<file path="src/rtl/bejs_pkg.sv">
`default_nettype none
package bejs_pkg;

    // Scheduler sizing
    localparam int NUM_QUEUES  = 2;
    localparam int QUEUE_DEPTH = 48;
    localparam int NUM_BANDS   = 16;
    localparam int TOTAL_SLOTS = NUM_QUEUES * QUEUE_DEPTH;

    // Derived widths
    localparam int QW   = (NUM_QUEUES > 1) ? $clog2(NUM_QUEUES) : 1;
    localparam int OFW  = $clog2(NUM_QUEUES + 1);
    localparam int PW   = $clog2(QUEUE_DEPTH);
    localparam int CW   = $clog2(QUEUE_DEPTH + 1);
    localparam int AW   = $clog2(TOTAL_SLOTS);
    localparam int BIW  = (NUM_BANDS > 1) ? $clog2(NUM_BANDS) : 1;
    localparam int BW   = 4;
    localparam int TW   = 8;
    localparam int INFW = BW + 1;

    // Operation codes
    localparam logic [1:0] OP_ENQ   = 2'd0;
    localparam logic [1:0] OP_DSP   = 2'd1;
    localparam logic [1:0] OP_CMP   = 2'd2;
    localparam logic [1:0] OP_ABORT = 2'd3;

    // Status codes
    localparam logic [1:0] ST_OK       = 2'd0;
    localparam logic [1:0] ST_FULL     = 2'd1;
    localparam logic [1:0] ST_NONE     = 2'd2;
    localparam logic [1:0] ST_BAD_FREE = 2'd3;

    typedef enum logic [4:0] {
        S_IDLE,
        S_ENQ_CHECK,
        S_ENQ_SCAN,
        S_ENQ_WRITE,
        S_DSP_QUEUE,
        S_DSP_ORD,
        S_DSP_INFO,
        S_DSP_CHK,
        S_DSP_MOVE_RD,
        S_DSP_MOVE_WR,
        S_CMP_CHECK,
        S_CMP_ORD,
        S_CMP_CHK,
        S_CMP_FREE,
        S_ABT_QUEUE,
        S_ABT_ORD,
        S_ABT_CHK,
        S_OUT
    } t_state;

    typedef logic [QW-1:0] t_qtab [16];
    typedef logic [BW-1:0] t_btab [16];

    function automatic t_qtab queue_table();
        t_qtab t;
        for (int i = 0; i < 16; i++) begin
            t[i] = QW'(i % NUM_QUEUES);
        end
        return t;
    endfunction

    function automatic t_btab band_table();
        t_btab t;
        for (int i = 0; i < 16; i++) begin
            t[i] = BW'(i % NUM_BANDS);
        end
        return t;
    endfunction

    localparam t_qtab QUEUE_OF_BAND = queue_table();
    localparam t_btab BAND_WRAP     = band_table();

    // Flat slot address of a queue and a position within it
    function automatic logic [AW-1:0] slot_addr(input logic [QW-1:0] q,
                                                input logic [PW-1:0] p);
        return AW'(32'(q) * QUEUE_DEPTH + 32'(p));
    endfunction

    // Ring pointer step with wrap
    function automatic logic [PW-1:0] ptr_inc(input logic [PW-1:0] p);
        return (p == PW'(QUEUE_DEPTH - 1)) ? '0 : p + 1'b1;
    endfunction

    function automatic logic [PW-1:0] ptr_dec(input logic [PW-1:0] p);
        return (p == '0) ? PW'(QUEUE_DEPTH - 1) : p - 1'b1;
    endfunction

    function automatic logic [QW-1:0] q_inc(input logic [QW-1:0] q);
        return (q == QW'(NUM_QUEUES - 1)) ? '0 : q + 1'b1;
    endfunction

endpackage
`default_nettype wire

</file>
<file path="src/rtl/bejs_ram.sv">
`default_nettype none
module bejs_ram #(
    parameter int WIDTH = 8,
    parameter int DEPTH = 2,
    localparam int AW = $clog2(DEPTH)
) (
    input  wire logic             i_clk,
    input  wire logic             i_we,
    input  wire logic [AW-1:0]    i_waddr,
    input  wire logic [WIDTH-1:0] i_wdata,
    input  wire logic [AW-1:0]    i_raddr,
    output logic      [WIDTH-1:0] o_rdata
);

    logic [WIDTH-1:0] r_mem [DEPTH];

    // Write port
    always_ff @(posedge i_clk) begin
        if (i_we) begin
            r_mem[i_waddr] <= i_wdata;
        end
    end

    // Registered read port
    always_ff @(posedge i_clk) begin
        o_rdata <= r_mem[i_raddr];
    end

endmodule
`default_nettype wire

</file>
<file path="src/rtl/band_exclusive_job_scheduler_top.sv">
`default_nettype none
// Steps per item: enqueue checks fullness, then scans for the lowest free slot and writes it;
// dispatch visits pending jobs queue by queue and shifts later jobs to close the gap;
// complete searches the queue's pending jobs, then frees the slot; abort releases every
// pending job of every queue. A stalled result side holds the result in S_OUT.
// Throughput: one item at a time; the next item is taken the cycle after the result loads.
// Reset: synchronous active-low i_rst_n clears queues, slot flags, busy marks and counters.
module band_exclusive_job_scheduler_top (
    input  wire logic        i_clk,
    input  wire logic        i_rst_n,
    input  wire logic        i_s_tvalid,
    output logic             o_s_tready,
    // opcode[1:0], band[5:2], reset_job[6], queue_sel[8:7], slot_sel[14:9], zero[15]
    input  wire logic [15:0] i_s_tdata,
    output logic             o_m_tvalid,
    input  wire logic        i_m_tready,
    // status[1:0], queue_index[3:2], slot_index[9:4], granted_band[13:10],
    // granted_reset[14], pending_total[22:15], discarded[30:23], zero[31]
    output logic      [31:0] o_m_tdata
);

    localparam int NQ = bejs_pkg::NUM_QUEUES;
    localparam int NB = bejs_pkg::NUM_BANDS;
    localparam int TS = bejs_pkg::TOTAL_SLOTS;
    localparam int QW = bejs_pkg::QW;
    localparam int OFW = bejs_pkg::OFW;
    localparam int PW = bejs_pkg::PW;
    localparam int CW = bejs_pkg::CW;
    localparam int AW = bejs_pkg::AW;
    localparam int BW = bejs_pkg::BW;
    localparam int BIW = bejs_pkg::BIW;
    localparam int TW = bejs_pkg::TW;
    localparam int INFW = bejs_pkg::INFW;

    bejs_pkg::t_state r_state, n_state;

    // Captured item
    logic [BW-1:0] r_band, n_band;
    logic          r_rst, n_rst;
    logic [5:0]    r_ssel, n_ssel;

    // Sequencer counters
    logic [QW-1:0]  r_q, n_q;
    logic [OFW-1:0] r_off, n_off;
    logic [CW-1:0]  r_k, n_k;
    logic [PW-1:0]  r_ptr, n_ptr;
    logic [PW-1:0]  r_s, n_s;

    // Queue state
    logic [PW-1:0] r_head [NQ];
    logic [PW-1:0] n_head [NQ];
    logic [PW-1:0] r_tail [NQ];
    logic [PW-1:0] n_tail [NQ];
    logic [CW-1:0] r_cnt [NQ];
    logic [CW-1:0] n_cnt [NQ];
    logic [CW-1:0] r_used [NQ];
    logic [CW-1:0] n_used [NQ];
    logic [TS-1:0] r_slot_used, n_slot_used;
    logic [NB-1:0] r_busy, n_busy;
    logic [QW-1:0] r_next_q, n_next_q;
    logic [TW-1:0] r_pend, n_pend;

    // Result under construction
    logic [1:0]    r_status, n_status;
    logic [QW-1:0] r_res_q, n_res_q;
    logic [PW-1:0] r_res_s, n_res_s;
    logic [BW-1:0] r_res_band, n_res_band;
    logic          r_res_rst, n_res_rst;
    logic [TW-1:0] r_drop, n_drop;

    // Output register
    logic        r_out_valid, n_out_valid;
    logic [31:0] r_out_data, n_out_data;

    // RAM ports
    logic            ord_we;
    logic [AW-1:0]   ord_waddr, ord_raddr;
    logic [PW-1:0]   ord_wdata, ord_rdata;
    logic            inf_we;
    logic [AW-1:0]   inf_waddr, inf_raddr;
    logic [INFW-1:0] inf_wdata, inf_rdata;

    logic [PW-1:0] cur_head, cur_tail;
    logic [CW-1:0] cur_cnt, cur_used;
    logic [BW-1:0] inf_band;
    logic          s_accept;

    assign cur_head = r_head[r_q];
    assign cur_tail = r_tail[r_q];
    assign cur_cnt  = r_cnt[r_q];
    assign cur_used = r_used[r_q];
    assign inf_band = inf_rdata[BW-1:0];

    assign o_s_tready = (r_state == bejs_pkg::S_IDLE);
    assign s_accept   = i_s_tvalid && o_s_tready;
    assign o_m_tvalid = r_out_valid;
    assign o_m_tdata  = r_out_data;

    // Pending slot order per queue
    bejs_ram #(.WIDTH(PW), .DEPTH(TS)) u_order (
        .i_clk   (i_clk),
        .i_we    (ord_we),
        .i_waddr (ord_waddr),
        .i_wdata (ord_wdata),
        .i_raddr (ord_raddr),
        .o_rdata (ord_rdata)
    );

    // Job band and reset flag per slot
    bejs_ram #(.WIDTH(INFW), .DEPTH(TS)) u_info (
        .i_clk   (i_clk),
        .i_we    (inf_we),
        .i_waddr (inf_waddr),
        .i_wdata (inf_wdata),
        .i_raddr (inf_raddr),
        .o_rdata (inf_rdata)
    );

    // Sequencer: next state and datapath
    always_comb begin
        logic [BW-1:0] wb;
        wb = bejs_pkg::BAND_WRAP[i_s_tdata[5:2]];

        n_state = r_state;
        n_band = r_band;
        n_rst = r_rst;
        n_ssel = r_ssel;
        n_q = r_q;
        n_off = r_off;
        n_k = r_k;
        n_ptr = r_ptr;
        n_s = r_s;
        n_head = r_head;
        n_tail = r_tail;
        n_cnt = r_cnt;
        n_used = r_used;
        n_slot_used = r_slot_used;
        n_busy = r_busy;
        n_next_q = r_next_q;
        n_pend = r_pend;
        n_status = r_status;
        n_res_q = r_res_q;
        n_res_s = r_res_s;
        n_res_band = r_res_band;
        n_res_rst = r_res_rst;
        n_drop = r_drop;
        n_out_valid = r_out_valid;
        n_out_data = r_out_data;

        ord_we = 1'b0;
        ord_waddr = '0;
        ord_wdata = '0;
        ord_raddr = '0;
        inf_we = 1'b0;
        inf_waddr = '0;
        inf_wdata = '0;
        inf_raddr = '0;

        // Drop the shown item once taken
        if (r_out_valid && i_m_tready) begin
            n_out_valid = 1'b0;
        end

        case (r_state)
            bejs_pkg::S_IDLE: begin
                if (s_accept) begin
                    n_band = wb;
                    n_rst = i_s_tdata[6];
                    n_ssel = i_s_tdata[14:9];
                    n_status = bejs_pkg::ST_OK;
                    n_res_q = '0;
                    n_res_s = '0;
                    n_res_band = '0;
                    n_res_rst = 1'b0;
                    n_drop = '0;
                    n_off = '0;
                    case (i_s_tdata[1:0])
                        bejs_pkg::OP_ENQ: begin
                            n_q = bejs_pkg::QUEUE_OF_BAND[wb];
                            n_res_q = bejs_pkg::QUEUE_OF_BAND[wb];
                            n_state = bejs_pkg::S_ENQ_CHECK;
                        end
                        bejs_pkg::OP_DSP: begin
                            n_q = r_next_q;
                            n_state = bejs_pkg::S_DSP_QUEUE;
                        end
                        bejs_pkg::OP_CMP: begin
                            if ((32'(i_s_tdata[8:7]) >= NQ) ||
                                (32'(i_s_tdata[14:9]) >= bejs_pkg::QUEUE_DEPTH)) begin
                                n_status = bejs_pkg::ST_BAD_FREE;
                                n_state = bejs_pkg::S_OUT;
                            end else begin
                                n_q = QW'(i_s_tdata[8:7]);
                                n_state = bejs_pkg::S_CMP_CHECK;
                            end
                        end
                        default: begin
                            n_q = '0;
                            n_state = bejs_pkg::S_ABT_QUEUE;
                        end
                    endcase
                end
            end

            // Enqueue: refuse when full, else scan for the lowest free slot
            bejs_pkg::S_ENQ_CHECK: begin
                n_s = '0;
                if (cur_used >= CW'(bejs_pkg::QUEUE_DEPTH)) begin
                    n_status = bejs_pkg::ST_FULL;
                    n_state = bejs_pkg::S_OUT;
                end else begin
                    n_state = bejs_pkg::S_ENQ_SCAN;
                end
            end
            bejs_pkg::S_ENQ_SCAN: begin
                if (!r_slot_used[bejs_pkg::slot_addr(r_q, r_s)]) begin
                    n_state = bejs_pkg::S_ENQ_WRITE;
                end else if (r_s == PW'(bejs_pkg::QUEUE_DEPTH - 1)) begin
                    n_status = bejs_pkg::ST_FULL;
                    n_state = bejs_pkg::S_OUT;
                end else begin
                    n_s = r_s + 1'b1;
                end
            end
            bejs_pkg::S_ENQ_WRITE: begin
                n_slot_used[bejs_pkg::slot_addr(r_q, r_s)] = 1'b1;
                inf_we = 1'b1;
                inf_waddr = bejs_pkg::slot_addr(r_q, r_s);
                inf_wdata = {r_rst, r_band};
                ord_we = 1'b1;
                ord_waddr = bejs_pkg::slot_addr(r_q, cur_tail);
                ord_wdata = r_s;
                n_tail[r_q] = bejs_pkg::ptr_inc(cur_tail);
                n_cnt[r_q] = cur_cnt + 1'b1;
                n_used[r_q] = cur_used + 1'b1;
                n_pend = r_pend + 1'b1;
                n_res_s = r_s;
                n_state = bejs_pkg::S_OUT;
            end

            // Dispatch: walk queues round-robin, oldest job first
            bejs_pkg::S_DSP_QUEUE: begin
                n_k = '0;
                n_ptr = cur_head;
                if (r_off == OFW'(NQ)) begin
                    n_status = bejs_pkg::ST_NONE;
                    n_state = bejs_pkg::S_OUT;
                end else if (cur_cnt == '0) begin
                    n_q = bejs_pkg::q_inc(r_q);
                    n_off = r_off + 1'b1;
                end else begin
                    n_state = bejs_pkg::S_DSP_ORD;
                end
            end
            bejs_pkg::S_DSP_ORD: begin
                ord_raddr = bejs_pkg::slot_addr(r_q, r_ptr);
                n_state = bejs_pkg::S_DSP_INFO;
            end
            bejs_pkg::S_DSP_INFO: begin
                n_s = ord_rdata;
                inf_raddr = bejs_pkg::slot_addr(r_q, ord_rdata);
                n_state = bejs_pkg::S_DSP_CHK;
            end
            bejs_pkg::S_DSP_CHK: begin
                if (!r_busy[inf_band[BIW-1:0]]) begin
                    n_busy[inf_band[BIW-1:0]] = 1'b1;
                    n_res_q = r_q;
                    n_res_s = r_s;
                    n_res_band = inf_band;
                    n_res_rst = inf_rdata[BW];
                    n_cnt[r_q] = cur_cnt - 1'b1;
                    n_pend = r_pend - 1'b1;
                    n_next_q = bejs_pkg::q_inc(r_q);
                    if (r_k == '0) begin
                        n_head[r_q] = bejs_pkg::ptr_inc(cur_head);
                        n_state = bejs_pkg::S_OUT;
                    end else begin
                        n_state = bejs_pkg::S_DSP_MOVE_RD;
                    end
                end else if (r_k + 1'b1 == cur_cnt) begin
                    n_q = bejs_pkg::q_inc(r_q);
                    n_off = r_off + 1'b1;
                    n_state = bejs_pkg::S_DSP_QUEUE;
                end else begin
                    n_k = r_k + 1'b1;
                    n_ptr = bejs_pkg::ptr_inc(r_ptr);
                    n_state = bejs_pkg::S_DSP_ORD;
                end
            end
            // Close the gap left by the granted job
            bejs_pkg::S_DSP_MOVE_RD: begin
                if (r_k >= cur_cnt) begin
                    n_tail[r_q] = bejs_pkg::ptr_dec(cur_tail);
                    n_state = bejs_pkg::S_OUT;
                end else begin
                    ord_raddr = bejs_pkg::slot_addr(r_q, bejs_pkg::ptr_inc(r_ptr));
                    n_state = bejs_pkg::S_DSP_MOVE_WR;
                end
            end
            bejs_pkg::S_DSP_MOVE_WR: begin
                ord_we = 1'b1;
                ord_waddr = bejs_pkg::slot_addr(r_q, r_ptr);
                ord_wdata = ord_rdata;
                n_ptr = bejs_pkg::ptr_inc(r_ptr);
                n_k = r_k + 1'b1;
                n_state = bejs_pkg::S_DSP_MOVE_RD;
            end

            // Complete: slot must be used and not pending
            bejs_pkg::S_CMP_CHECK: begin
                n_k = '0;
                n_ptr = cur_head;
                if (!r_slot_used[bejs_pkg::slot_addr(r_q, r_ssel[PW-1:0])]) begin
                    n_status = bejs_pkg::ST_BAD_FREE;
                    n_state = bejs_pkg::S_OUT;
                end else begin
                    n_state = bejs_pkg::S_CMP_ORD;
                end
            end
            bejs_pkg::S_CMP_ORD: begin
                if (r_k == cur_cnt) begin
                    inf_raddr = bejs_pkg::slot_addr(r_q, r_ssel[PW-1:0]);
                    n_state = bejs_pkg::S_CMP_FREE;
                end else begin
                    ord_raddr = bejs_pkg::slot_addr(r_q, r_ptr);
                    n_state = bejs_pkg::S_CMP_CHK;
                end
            end
            bejs_pkg::S_CMP_CHK: begin
                if (ord_rdata == r_ssel[PW-1:0]) begin
                    n_status = bejs_pkg::ST_BAD_FREE;
                    n_state = bejs_pkg::S_OUT;
                end else begin
                    n_k = r_k + 1'b1;
                    n_ptr = bejs_pkg::ptr_inc(r_ptr);
                    n_state = bejs_pkg::S_CMP_ORD;
                end
            end
            bejs_pkg::S_CMP_FREE: begin
                n_slot_used[bejs_pkg::slot_addr(r_q, r_ssel[PW-1:0])] = 1'b0;
                n_used[r_q] = cur_used - 1'b1;
                n_busy[inf_band[BIW-1:0]] = 1'b0;
                n_state = bejs_pkg::S_OUT;
            end

            // Abort: release every pending slot, queue by queue
            bejs_pkg::S_ABT_QUEUE: begin
                n_k = '0;
                n_ptr = cur_head;
                if (r_off == OFW'(NQ)) begin
                    n_pend = '0;
                    n_state = bejs_pkg::S_OUT;
                end else begin
                    n_state = bejs_pkg::S_ABT_ORD;
                end
            end
            bejs_pkg::S_ABT_ORD: begin
                if (r_k == cur_cnt) begin
                    n_head[r_q] = cur_tail;
                    n_cnt[r_q] = '0;
                    n_q = bejs_pkg::q_inc(r_q);
                    n_off = r_off + 1'b1;
                    n_state = bejs_pkg::S_ABT_QUEUE;
                end else begin
                    ord_raddr = bejs_pkg::slot_addr(r_q, r_ptr);
                    n_state = bejs_pkg::S_ABT_CHK;
                end
            end
            bejs_pkg::S_ABT_CHK: begin
                if (r_slot_used[bejs_pkg::slot_addr(r_q, ord_rdata)]) begin
                    n_slot_used[bejs_pkg::slot_addr(r_q, ord_rdata)] = 1'b0;
                    n_used[r_q] = cur_used - 1'b1;
                end
                n_drop = r_drop + 1'b1;
                n_k = r_k + 1'b1;
                n_ptr = bejs_pkg::ptr_inc(r_ptr);
                n_state = bejs_pkg::S_ABT_ORD;
            end

            // Hand the result to the output register once it is free
            bejs_pkg::S_OUT: begin
                if (!r_out_valid || i_m_tready) begin
                    n_out_valid = 1'b1;
                    n_out_data = {1'b0, r_drop, r_pend, r_res_rst, r_res_band,
                                  6'(r_res_s), 2'(r_res_q), r_status};
                    n_state = bejs_pkg::S_IDLE;
                end
            end

            default: begin
                n_state = bejs_pkg::S_IDLE;
            end
        endcase
    end

    // Control registers
    always_ff @(posedge i_clk) begin
        if (!i_rst_n) begin
            r_state <= bejs_pkg::S_IDLE;
            r_q <= '0;
            r_off <= '0;
            r_k <= '0;
            r_ptr <= '0;
            r_s <= '0;
            for (int i = 0; i < NQ; i++) begin
                r_head[i] <= '0;
                r_tail[i] <= '0;
                r_cnt[i] <= '0;
                r_used[i] <= '0;
            end
            r_slot_used <= '0;
            r_busy <= '0;
            r_next_q <= '0;
            r_pend <= '0;
            r_out_valid <= 1'b0;
        end else begin
            r_state <= n_state;
            r_q <= n_q;
            r_off <= n_off;
            r_k <= n_k;
            r_ptr <= n_ptr;
            r_s <= n_s;
            r_head <= n_head;
            r_tail <= n_tail;
            r_cnt <= n_cnt;
            r_used <= n_used;
            r_slot_used <= n_slot_used;
            r_busy <= n_busy;
            r_next_q <= n_next_q;
            r_pend <= n_pend;
            r_out_valid <= n_out_valid;
        end
    end

    // Payload registers
    always_ff @(posedge i_clk) begin
        r_band <= n_band;
        r_rst <= n_rst;
        r_ssel <= n_ssel;
        r_status <= n_status;
        r_res_q <= n_res_q;
        r_res_s <= n_res_s;
        r_res_band <= n_res_band;
        r_res_rst <= n_res_rst;
        r_drop <= n_drop;
        r_out_data <= n_out_data;
    end

`ifndef SYNTHESIS
    a_busy_after_accept: assert property (@(posedge i_clk) disable iff (!i_rst_n)
        s_accept |=> !o_s_tready)
        else $error("scheduler took a second item while busy");

    a_pend_bound: assert property (@(posedge i_clk) disable iff (!i_rst_n)
        32'(r_pend) <= TS)
        else $error("pending total exceeds slot count");

    for (genvar g = 0; g < NQ; g++) begin : g_qchk
        a_cnt_le_used: assert property (@(posedge i_clk) disable iff (!i_rst_n)
            (r_state == bejs_pkg::S_IDLE) |-> (r_cnt[g] <= r_used[g]))
            else $error("more pending jobs than used slots");
        a_used_bound: assert property (@(posedge i_clk) disable iff (!i_rst_n)
            32'(r_used[g]) <= bejs_pkg::QUEUE_DEPTH)
            else $error("used slot count exceeds queue depth");
    end
`endif

endmodule
`default_nettype wire

</file>
<file path="config.mk">
export PLATFORM = sky130hd
export DESIGN_NAME = band_exclusive_job_scheduler_top
export DESIGN_NICKNAME = d
export VERILOG_FILES = /design/src/rtl/bejs_pkg.sv /design/src/rtl/bejs_ram.sv /design/src/rtl/band_exclusive_job_scheduler_top.sv
export SDC_FILE = /design/constraint.sdc
export NUM_CORES = 2
export LEC_CHECK = 0
export ABC_CLOCK_PERIOD_IN_PS = 15500
export BUFFER_PORTS_ARGS = -buffer_cell sky130_fd_sc_hd__buf_2
export CAP_MARGIN = 15
export CORE_ASPECT_RATIO = 0.7
export CORE_UTILIZATION = 58
export CTS_CLUSTER_DIAMETER = 60
export DETAILED_ROUTE_END_ITERATION = 12
export GPL_TIMING_DRIVEN = 0
export PLACE_DENSITY = 0.8
export SYNTH_ARGS = -nofsm -noshare
export SYNTH_HDL_FRONTEND = slang
export SYNTH_HIERARCHICAL = 1
export SYNTH_SLANG_ARGS = --single-unit
</file>
<file path="constraint.sdc">
create_clock -name i_clk -period 15.5 [get_ports i_clk]
set_input_delay 1.55 -clock i_clk [delete_from_list [all_inputs] [get_ports i_clk]]
set_output_delay 1.55 -clock i_clk [all_outputs]
set_load 0.005 [all_outputs]
</file>
==> results.ini <==
[status]
status=completed

[synthesis]
yosysWarnings=6
yosysMostFrequentCell=edfxtp_1
yosysTopAreaCell=edfxtp_1
ys_types=103
yosys.area_share.xor_xnor=0.006959
synth.yosys.seq_area_share=0.6361
syn_avg_cell_area_um2=14.72
synth_compound_area_frac=0.08373
synth_fa_ha_area_frac=0.009615
synth_top_family_by_area=multiplexers
synthTopCellsByArea=edfxtp_1, mux4_2, dfxtp_1
synth_common_cells=edfxtp_1, nor2_1, mux4_2, nand2_1, dfxtp_1
synthCells=4031
yosys.area_share.simple=0.08774
async_reset_ff_frac=0
synth.top_cell.area_share=0.5663
ys_ff_latch=1326
syn_area_um2=59340
synth_ff_type=edfxtp_1
synth_edf_count=1119
synthMuxAreaShare=0.1498

[placed_design]
place.gp.congestion=1.076
io_buffers=50
hpwl_mm=150.9

[pwr]
p_leak_nw=18.92
powerDensity_nw_per_um2=127.5
ir_drop_uv=101.3

[setup_path]
required_ps=15990
critical-path-top-delay-family=buffers and inverters
max_stage_delay_ps=1210
critical_path.startpoint_type=flop
cp_cell_sequence=buf_16 -> buf_2 -> buf_2 -> buf_2 -> mux2i_1 -> inv_1 -> ha_1 -> nand2b_1 -> a21o_1 -> a21o_1 -> a21oi_1 -> o21ai_0 -> nor2_1 -> a22o_1 -> buf_2 -> buf_2 -> clkbuf_1 -> buf_2 -> a311oi_1 -> a211oi_1 -> nand4_1
critPathKind=reg2reg
crit_top_cell=buf_2
worst_path_max_delay_cell=a211oi_1
end_kind=flop
crit_fanout=10
cp.arrival_ps=10390
cp_num_buf_inv=9
crit_start=r_q$_SDFFE_PN0P_
r2r-start=r_q$_SDFFE_PN0P_

[floorplan]
die_w_um=384.3
die_area_um2=103600
num_rows=97
coreArea_um2=100700
die-height_um=269.6
initial_core_util=0.5890
ios=54

[global_routing]
grt_usage=0.4152
grt_max_degree=97
grt_pass1_wl_mm=298.6
antenna_found_initial=14
grt_overflow=0
grt_pass1_vias=39310

[clock_network]
cts_tree=built
ctsResizeCount=0
cts_htree_levels=3
cts_buffers=120
cts.root.buffer_cell=clkbuf_16
clk_path_buf_depth=3
clk_pin_slew_ps=80
post_cts_buffers=0
hold_buffers=0
cts_sinks=1326
clock_latency_ps=810

[routing]
wirelength_mm=217.3
firstDrtPassIters=11
route.detailed.drc=0
vias=42690
via_per_inst=7.497
drt_iter0_drc=8081
antenna_left=0
wire_per_inst_um=38.17

[worst_hold_path]
hold_start=r_res_s[2]$_SDFFCE_PN0P_
hp-class=reg2reg

[timing]
worstMarginPinSlew_ps=1450
rsz0062_at_grt=no
fin_tns_setup_ps=0
skew_ps=83.74
period_needed_ps=9904
setup_violations=0
hold_violations=0
fin_crit_sh=0.6389
slew_headroom=0.03346
max_freq_mhz=101.0
drv_slew=0

[final_layout]
final_util=0.6544
syn_to_final_growth_pct=11.10
fill_cells=6981
drive_gt1_frac=0.1785
multi_input_area_um2=20170
seq_area_um2=37750
final_nets=4304

[flow_run]
drv_cap=0

## metrics by stage
step                power (W)  worst slack [ps]  cells  hold WS, ps  instance area (um^2)
CTS                  0.008306              6394   5674        420.1                 65800
floorplan            0.004766              9452   4032        400.3                 59340
global route         0.008545              5934   5685        437.4                 65900
finish               0.008403              5596   5694        420.7                 65920
detailed placement   0.005356              6480   5446        405.4                 61820
global placement     0.005337              3945   5418        402.1                 61260
## placed cells by master (no fill, tap or decap), types with 36 or more instances in the layout
master,instances
edfxtp_1,1119
nor2_1,399
mux4_2,304
nand2_1,223
dfxtp_1,207
clkbuf_1,161
mux2i_1,146
a21oi_1,131
clkbuf_16,120
buf_2,113
nor3_1,113
nand3_1,105
a22oi_1,100
o21ai_0,73
a211oi_1,70
a31oi_1,63
nor2b_1,50
inv_1,44
a22o_1,43
buf_4,39
ha_1,36
## registers in the layout, summed over array words and instances (netlist names), 2 cells and up, named ones only
name and cells:
u_order/r_mem 576, u_info/r_mem 480, r_slot_used 96, o_m_tdata 30
r_cnt 12, r_head 12, r_tail 12, r_used 12
r_drop 8, r_pend 8, r_k 6, r_ptr 6
r_res_s 6, r_s 6, r_ssel 6, u_order/o_rdata 6
r_state 5, u_info/o_rdata 5, r_band 4, r_res_band 4
r_off 2, r_status 2
## kinds of logic after synthesis
logic type                 count (synthesis)
other                                      1
and+or+nand+nor                         1103
adders and majority gates                 42
muxes                                    492
DFF                                     1326
xor gates and xnor gates                  44
AOI/OAI and AO/OA                        698
buffers and inverters                    325
## metal layers
| layer | vias up | share of wire | GRT usage |
|---|---|---|---|
| met5 | - | 0.0030 | 0.04676 |
| met4 | 22 | 0.036 | 0.1217 |
| met3 | 645 | 0.20 | 0.2328 |
| met2 | 4314 | 0.38 | 0.5170 |
| met1 | 21310 | 0.38 | 0.6079 |
| li1 | 16400 | - | - |
## layout make-up
type                            instances  share of cell area
Clock buffer                          134             0.04635
Multi-Input combinational cell       2381              0.3060
Timing Repair Buffer                   88             0.01205
Buffer                                277             0.02059
Inverter                               48            0.002733
Clock inverter                         94             0.01399
Antenna cell                           10           0.0003796
Sequential cell                      1326              0.5726
Tap cell                             1336             0.02536
## worst register-to-register path: stages (launching register included)
cell and delay (ps):
dfxtp_1 620, buf_16 230, buf_2 230, buf_2 360, buf_2 430, mux2i_1 640, inv_1 160, ha_1 340
nand2b_1 150, a21o_1 180, a21o_1 170, a21oi_1 140, o21ai_0 440, nor2_1 830, a22o_1 370, buf_2 290
buf_2 430, clkbuf_1 1030, buf_2 660, a311oi_1 220, a211oi_1 1210, nand4_1 540
## final timing paths
check / to / slack, ps / cells after the start
setup / recovery: u_order/o_rdata[3]$_DFF_P_ / 5600 / 21
hold / removal: o_m_tdata[6]$_DFFE_PP_ / 420 / 0
setup reg to reg: u_order/o_rdata[3]$_DFF_P_ / 5600 / 21
hold reg to reg: o_m_tdata[6]$_DFFE_PP_ / 420 / 0
## report_power, final
group / switching, W / internal, W / total, W / leakage (nW)
Clock: 0.00142 / 0.00159 / 0.00302 / 1.90
Sequential: 0.0000483 / 0.00392 / 0.00397 / 10.5
Combinational: 0.00106 / 0.000354 / 0.00141 / 6.51
Power figures use the tool's default switching activity.
